<file path="src/design/prq_pkg.sv">
// prq_pkg: shared types and constants of the priority ready queue
// no dependencies; imported by prq_ctrl, prq_datapath and priority_ready_queue

package prq_pkg;

   localparam int PID_W    = 12;
   localparam int PRI_W    = 8;
   localparam int COUNT_W  = 5;
   localparam int STATUS_W = 2;

   localparam logic OP_INSERT = 1'b0;
   localparam logic OP_REMOVE = 1'b1;

   localparam logic [STATUS_W-1:0] STATUS_OK    = 2'd0;
   localparam logic [STATUS_W-1:0] STATUS_FULL  = 2'd1;
   localparam logic [STATUS_W-1:0] STATUS_EMPTY = 2'd2;

   // commands from the controller to the datapath
   typedef struct packed {
      logic capture;   // latch the request word
      logic commit;    // update the queue and load the result register
   } prq_cmd_type;

endpackage

</file>
<file path="src/design/priority_ready_queue.sv">
// Priority ready queue of process ids, highest priority at the front (the running
// process). Each request word is an insert (placed by priority) or a remove of the
// front entry, and gives exactly one response word with the front id, a valid flag,
// the entry count and a status. A word is handled in steps: first the request is latched,
// then every queue cell compares its priority with the new one in parallel and
// shifts, holds or takes the new entry. A new request is taken while the last
// response still waits; a response that is not taken stalls the next word in its
// compare step. There is no clearing pass after reset.
// depends on prq_pkg, prq_ctrl and prq_datapath

module priority_ready_queue
   import prq_pkg::*;
#(
   parameter int QUEUE_DEPTH = 16
)
(
   input  logic        clock,
   input  logic        reset,
   input  logic        req_tvalid,
   output logic        req_tready,
   input  logic [23:0] req_tdata,   // process_id [11:0], priority_req [19:12], zero [23:20]
   input  logic        req_tuser,   // opcode [0]
   output logic        rsp_tvalid,
   input  logic        rsp_tready,
   output logic [23:0] rsp_tdata    // running_id [11:0], running_valid [12],
                                    // entry_count [17:13], status [19:18], zero [23:20]
);

   prq_cmd_type         cmd;
   logic [PID_W-1:0]    running_id;
   logic                running_valid;
   logic [COUNT_W-1:0]  entry_count;
   logic [STATUS_W-1:0] status;

   prq_ctrl u_ctrl (
      .clock      (clock),
      .reset      (reset),
      .req_tvalid (req_tvalid),
      .req_tready (req_tready),
      .rsp_tvalid (rsp_tvalid),
      .rsp_tready (rsp_tready),
      .cmd        (cmd)
   );

   prq_datapath #(
      .QUEUE_DEPTH (QUEUE_DEPTH)
   ) u_datapath (
      .clock             (clock),
      .reset             (reset),
      .cmd               (cmd),
      .in_opcode         (req_tuser),
      .in_process_id     (req_tdata[11:0]),
      .in_priority_req   (req_tdata[19:12]),
      .out_running_id    (running_id),
      .out_running_valid (running_valid),
      .out_entry_count   (entry_count),
      .out_status        (status)
   );

   assign rsp_tdata = {4'b0000, status, entry_count, running_valid, running_id};

endmodule

</file>
<file path="src/design/prq_ctrl.sv">
// prq_ctrl: two-state sequencer and result valid flag of the queue
// depends on prq_pkg

module prq_ctrl
   import prq_pkg::*;
(
   input  logic        clock,
   input  logic        reset,
   input  logic        req_tvalid,
   output logic        req_tready,
   output logic        rsp_tvalid,
   input  logic        rsp_tready,
   output prq_cmd_type cmd
);

   typedef enum logic [1:0] {
      S_IDLE = 2'b01,
      S_EXEC = 2'b10
   } state_type;

   state_type state_ff, state_in;
   logic      rsp_valid_ff, rsp_valid_in;
   logic      out_free;

   // the result register can be loaded when empty or drained this cycle
   assign out_free    = !rsp_valid_ff || rsp_tready;
   assign req_tready  = (state_ff == S_IDLE);
   assign rsp_tvalid  = rsp_valid_ff;
   assign cmd.capture = req_tvalid && (state_ff == S_IDLE);
   assign cmd.commit  = (state_ff == S_EXEC) && out_free;

   always_comb begin
      state_in     = state_ff;
      rsp_valid_in = rsp_valid_ff;
      if (rsp_tready) begin
         rsp_valid_in = 1'b0;
      end
      unique case (state_ff)
         S_IDLE: begin
            if (req_tvalid) begin
               state_in = S_EXEC;
            end
         end
         S_EXEC: begin
            if (out_free) begin
               state_in     = S_IDLE;
               rsp_valid_in = 1'b1;
            end
         end
         default: begin
            state_in = S_IDLE;
         end
      endcase
   end

   always_ff @(posedge clock) begin
      if (reset) begin
         state_ff     <= S_IDLE;
         rsp_valid_ff <= 1'b0;
      end else begin
         state_ff     <= state_in;
         rsp_valid_ff <= rsp_valid_in;
      end
   end

endmodule

</file>
<file path="src/design/prq_datapath.sv">
// prq_datapath: shift-register queue cells, insert position compare and result register
// depends on prq_pkg; sequenced by prq_ctrl

module prq_datapath
   import prq_pkg::*;
#(
   parameter int QUEUE_DEPTH = 16
)
(
   input  logic                clock,
   input  logic                reset,
   input  prq_cmd_type         cmd,
   input  logic                in_opcode,
   input  logic [PID_W-1:0]    in_process_id,
   input  logic [PRI_W-1:0]    in_priority_req,
   output logic [PID_W-1:0]    out_running_id,
   output logic                out_running_valid,
   output logic [COUNT_W-1:0]  out_entry_count,
   output logic [STATUS_W-1:0] out_status
);

   localparam int FILL_W = $clog2(QUEUE_DEPTH + 1);

   // latched request word
   logic             op_ff;
   logic [PID_W-1:0] pid_ff;
   logic [PRI_W-1:0] pri_ff;

   // queue cells, front at index 0, kept in non-increasing priority order
   logic [PID_W-1:0] q_id_ff  [QUEUE_DEPTH];
   logic [PRI_W-1:0] q_pri_ff [QUEUE_DEPTH];
   logic [PID_W-1:0] q_id_in  [QUEUE_DEPTH];
   logic [PRI_W-1:0] q_pri_in [QUEUE_DEPTH];

   logic [FILL_W-1:0] fill_ff, fill_in;
   logic [PRI_W-1:0]  tail_pri_ff, tail_pri_in;

   logic [PID_W-1:0]    res_id_ff;
   logic                res_valid_ff;
   logic [COUNT_W-1:0]  res_count_ff;
   logic [STATUS_W-1:0] res_status_ff;
   logic [STATUS_W-1:0] status_in;

   logic empty, full, front_ins, tail_ins, do_insert, do_remove;
   // at_or_after[i]: the new word lands at index i or earlier
   logic [QUEUE_DEPTH-1:0] at_or_after;

   assign empty     = (fill_ff == '0);
   assign full      = (fill_ff == FILL_W'(QUEUE_DEPTH));
   assign front_ins = empty || (pri_ff >= q_pri_ff[0]);
   assign tail_ins  = (pri_ff <= tail_pri_ff);
   assign do_insert = (op_ff == OP_INSERT) && !full;
   assign do_remove = (op_ff == OP_REMOVE) && !empty;

   for (genvar i = 0; i < QUEUE_DEPTH; i++) begin : g_cell
      logic             beyond;
      logic             le_new;
      logic             prev_ab;
      logic [PID_W-1:0] prev_id;
      logic [PRI_W-1:0] prev_pri;
      logic [PID_W-1:0] next_id;
      logic [PRI_W-1:0] next_pri;

      assign beyond = (FILL_W'(i) >= fill_ff);
      assign le_new = (i != 0) && (q_pri_ff[i] <= pri_ff);

      always_comb begin
         priority if (front_ins) begin
            at_or_after[i] = 1'b1;
         end else if (tail_ins) begin
            at_or_after[i] = beyond;
         end else begin
            // sorted order makes the compare flags a thermometer code
            at_or_after[i] = beyond || le_new;
         end
      end

      if (i == 0) begin : g_front
         assign prev_ab  = 1'b0;
         assign prev_id  = pid_ff;
         assign prev_pri = pri_ff;
      end else begin : g_inner
         assign prev_ab  = at_or_after[i-1];
         assign prev_id  = q_id_ff[i-1];
         assign prev_pri = q_pri_ff[i-1];
      end

      if (i == QUEUE_DEPTH - 1) begin : g_last
         assign next_id  = q_id_ff[i];
         assign next_pri = q_pri_ff[i];
      end else begin : g_body
         assign next_id  = q_id_ff[i+1];
         assign next_pri = q_pri_ff[i+1];
      end

      always_comb begin
         q_id_in[i]  = q_id_ff[i];
         q_pri_in[i] = q_pri_ff[i];
         if (do_insert && at_or_after[i]) begin
            if (prev_ab) begin
               q_id_in[i]  = prev_id;
               q_pri_in[i] = prev_pri;
            end else begin
               q_id_in[i]  = pid_ff;
               q_pri_in[i] = pri_ff;
            end
         end else if (do_remove) begin
            q_id_in[i]  = next_id;
            q_pri_in[i] = next_pri;
         end
      end

      always_ff @(posedge clock) begin
         if (cmd.commit) begin
            q_id_ff[i]  <= q_id_in[i];
            q_pri_ff[i] <= q_pri_in[i];
         end
      end
   end

   always_comb begin
      fill_in     = fill_ff;
      tail_pri_in = tail_pri_ff;
      status_in   = STATUS_OK;
      if (op_ff == OP_INSERT) begin
         if (full) begin
            status_in = STATUS_FULL;
         end else begin
            fill_in = fill_ff + FILL_W'(1);
            if (empty || (!front_ins && tail_ins)) begin
               tail_pri_in = pri_ff;
            end
         end
      end else begin
         if (empty) begin
            status_in = STATUS_EMPTY;
         end else begin
            fill_in = fill_ff - FILL_W'(1);
         end
      end
   end

   always_ff @(posedge clock) begin
      if (cmd.capture) begin
         op_ff  <= in_opcode;
         pid_ff <= in_process_id;
         pri_ff <= in_priority_req;
      end
      if (cmd.commit) begin
         tail_pri_ff   <= tail_pri_in;
         res_id_ff     <= (fill_in != '0) ? q_id_in[0] : '0;
         res_valid_ff  <= (fill_in != '0);
         res_count_ff  <= COUNT_W'(fill_in);
         res_status_ff <= status_in;
      end
   end

   always_ff @(posedge clock) begin
      if (reset) begin
         fill_ff <= '0;
      end else if (cmd.commit) begin
         fill_ff <= fill_in;
      end
   end

   assign out_running_id    = res_id_ff;
   assign out_running_valid = res_valid_ff;
   assign out_entry_count   = res_count_ff;
   assign out_status        = res_status_ff;

endmodule
</file>
<file path="config.mk">
export PLATFORM = sky130hd
export DESIGN_NAME = priority_ready_queue
export DESIGN_NICKNAME = d
export VERILOG_FILES = /design/src/design/prq_pkg.sv /design/src/design/priority_ready_queue.sv /design/src/design/prq_ctrl.sv /design/src/design/prq_datapath.sv
export SDC_FILE = /design/constraint.sdc
export NUM_CORES = 1
export LEC_CHECK = 0
export ABC_AREA = 1
export BUFFER_PORTS_ARGS = -buffer_cell sky130_fd_sc_hd__buf_2
export CAP_MARGIN = 20
export CORE_MARGIN = 1.5
export CORE_UTILIZATION = 55
export DETAILED_ROUTE_END_ITERATION = 8
export PLACE_DENSITY = 0.71
export SLEW_MARGIN = 20
export SYNTH_ARGS = -nofsm -noshare
export SYNTH_HDL_FRONTEND = slang
export SYNTH_HIERARCHICAL = 1
export SYNTH_SLANG_ARGS = --single-unit
</file>
<file path="constraint.sdc">
create_clock -name clock -period 11 [get_ports clock]
set_clock_uncertainty 0.05 [all_clocks]
set_input_delay 1.1 -clock clock [delete_from_list [all_inputs] [get_ports clock]]
set_output_delay 1.1 -clock clock [all_outputs]
set_load 0.01 [all_outputs]
</file>
==> metrics.cfg <==
[setup_path]
arrival_ns=6.06
slowest_stage=nand2_1
path_buf_inv=3
rrSetupSlack_ns=5.20
r2r_cells=15
r2r-start=u_datapath/g_cell[0].prev_pri[0]
path_max_fanout=30
path_cells=buf_4 > inv_1 > ha_1 > nand2_1 > nor2_1 > nor2_1 > nand2_1 > nand2_1 > nand2_2 > nor2_2 > nand2_1 > nand2_1 > inv_2 > nand2_1 > nand2_1
crit_top_cell=nand2_1
worstReg2RegEnd=u_datapath/q_id_ff[0][56]
start_kind=flop
criticalPathCategory=flop to flop
worstPathRequired_ns=11.26
endpoint_kind=flop
cp.depth=15
cp_top_family=simple AND/OR/NAND/NOR gates
slowest_delay_ns=0.94

[synth]
synth_mux_area_frac=0
synth_top_family_by_area=simple AND/OR/NAND/NOR gates
ys_seq_area_frac=0.477
synth-compound-area-share=0.0451
synthAdderAreaFrac=0.0749
avgSynthCellArea_um2=7.73
synth_area_um2=23600
synth_xor_xnor_area_share=0.00186
yosysUniqueCellTypes=36
yosys_warnings=6
synth_simple_gate_area_frac=0.337
synth_seq_cells=377
synth_cells=3047

[final_layout]
finalInstanceArea_um2=25300
drive_gt1_frac=0.0662
nNetsFinal=3158
final_common_cell=nand2_1
diodes=0
final_cell_mix=nand2_1, edfxtp_1, nand3_1
syn_to_final_growth_pct=7.52

[sta]
fin_crit_sh=0.527
worst_slew_pin_slew_ns=1.18
drv_slew=0
min_period_ns=5.80
rsz0062_at_grt=no
max_freq_ghz=0.172
hold_viol=0
timing.hold.ws_ns=0.497
fin_setup_tns_ns=0
finalSetupViolations=0
slew-limit-headroom=0.210

[global_route]
grt_use_met2=0.521
grt_pass1_wl_um=113000
grt.met3_usage=0.0617
grt_pass1_vias=20164
antenna_found_initial=0
met1_usage=0.445
grt_max_degree=42
grt-ovfl-total=0
track_usage=0.338
grt_busiest_layer=met2

[detailed_routing]
wl_um=74300
vias_per_cell=5.90
drtPass1Iterations=6
drtIter0Drc=2666
antenna_left=0
drcViolationCount=0
vias=21011
avgRoutedWirePerCell_um=20.9

[clock_network]
cts_num_sinks=377
cts_tree=built
cts_setup_buffers=0
clk_pin_slew_ns=0.06
ctsHoldBuffers=0
cts_resized=0
clk_path_buf_depth=3
numCtsBuffers=43
cts-root-buf=clkbuf_16
htree_levels=2
clkLatencyLatePin_ns=0.57

[min_path]
hold_path_end=u_datapath/q_id_ff[1][76]
hold_depth=2
hp-start=u_datapath/q_id_ff[1][88]
hold_path_class=flop to flop

[placed_design]
gp_congestion=0.947
io_buffers=46
placed_cell_area_um2=23800
hpwlAfterDp_um=50300

[run_status]
status=finished clean

[floorplan]
placement_rows=75
die_area_um2=44100
fp.dieW_um=210
die_h_um=210
initial_core_util=0.559
io-pin-count=55
core_um2=42100

[run]
drv_cap=0

[power_and_ir_drop]
p_leak_nw=12.0
total_power_w=0.00348
ir_worst_vdd_mv=0.132
p_per_area_nw_per_um2=137

where the power goes:
group | internal [W] | switching, W
Clock | 0.000867 | 0.000594
Combinational | 0.0000961 | 0.000288
Sequential | 0.00161 | 0.0000289
Total | 0.00257 | 0.000911
synth_stat cells, drive strengths merged:
cell type	count	share of area
nand2	1598	0.26
edfxtp	369	0.47
nand3	275	0.060
inv	157	0.025
ha	141	0.075
buf	127	0.030
o21ai	105	0.022
nor2	88	0.016
a21oi	75	0.016
clkbuf	55	0.0088
nand4	15	0.0040
o21a	15	0.0048
dfxtp	8	0.0068
nor3	4	0.00085
xor2	3	0.0011
a21o	2	0.00064
a31oi	2	0.00053
xnor2	2	0.00074
a211oi	1	0.00032
clkinv	1	0.00016
conb	1	0.00016
nor4	1	0.00027
o22ai	1	0.00027
or2	1	0.00027
per-stage QoR:
stage               std cells  utilization  setup WS (ns)
detailed placement       3482        0.566           5.31
floorplan                3050            -           5.28
global route             3560        0.601           4.96
finish                   3560        0.601           5.20
CTS                      3560        0.599           5.29
global placement         3482        0.566           5.33
layer usage:
metal | up-vias | wire length [um]
li1 | 9783 | -
met1 | 9722 | 28900
met2 | 1226 | 32400
met3 | 280 | 8000
met4 | 0 | 5050
met5 | - | 0
worst max-delay path by stage:
stage | to | from
after floorplan | u_datapath/q_id_ff[0][12] | rsp_tready
after global placement | u_datapath/q_id_ff[0][19] | u_datapath/g_cell[0].prev_pri[0]
after detailed placement | u_datapath/q_id_ff[1][44] | u_datapath/g_cell[0].prev_pri[0]
after CTS | u_datapath/q_id_ff[1][4] | u_datapath/g_cell[0].prev_pri[0]
after global routing | u_datapath/q_pri_ff[0][37] | u_datapath/g_cell[0].prev_pri[0]
final | u_datapath/q_id_ff[0][56] | u_datapath/g_cell[0].prev_pri[0]
sequential cells by signal, indices dropped and copies added (netlist names), 2 cells and up:
name,flops
u_datapath/fill_ff,5
u_datapath/out_entry_count,5
u_datapath/g_cell.prev_pri,8
u_datapath/out_status,2
u_datapath/q_id_ff,192
u_datapath/g_cell.prev_id,12
u_datapath/q_pri_ff,128
u_ctrl/state_ff,2
u_datapath/out_running_id,12
u_datapath/tail_pri_ff,8
final cells by class:
type / count / area [um2]
sequential: 377 / 11200
clock inverter: 22 / 259
tap: 539 / 674
timing repair buffer: 75 / 448
multi-input combinational: 2333 / 11000
fill: 3746 / 16800
inverter: 158 / 593
clock buffer: 56 / 1130
cell families (layout without fill, tap and decap cells):
| group | Yosys count | after routing |
|---|---|---|
| simple gates | 1982 | 1982 |
| flops | 377 | 377 |
| buf+inv | 340 | 311 |
| compound gates | 201 | 201 |
| fa+ha+maj | 141 | 141 |
| xor+xnor | 5 | 5 |
| other cells | 1 | 4 |
tightest hold or removal path, delay by kind of cell (launching register included):
kind,cells,cell delay [ns]
AND/OR/NAND/NOR,2,0.12
flip-flops,1,0.32
Power figures use the tool's default switching activity.
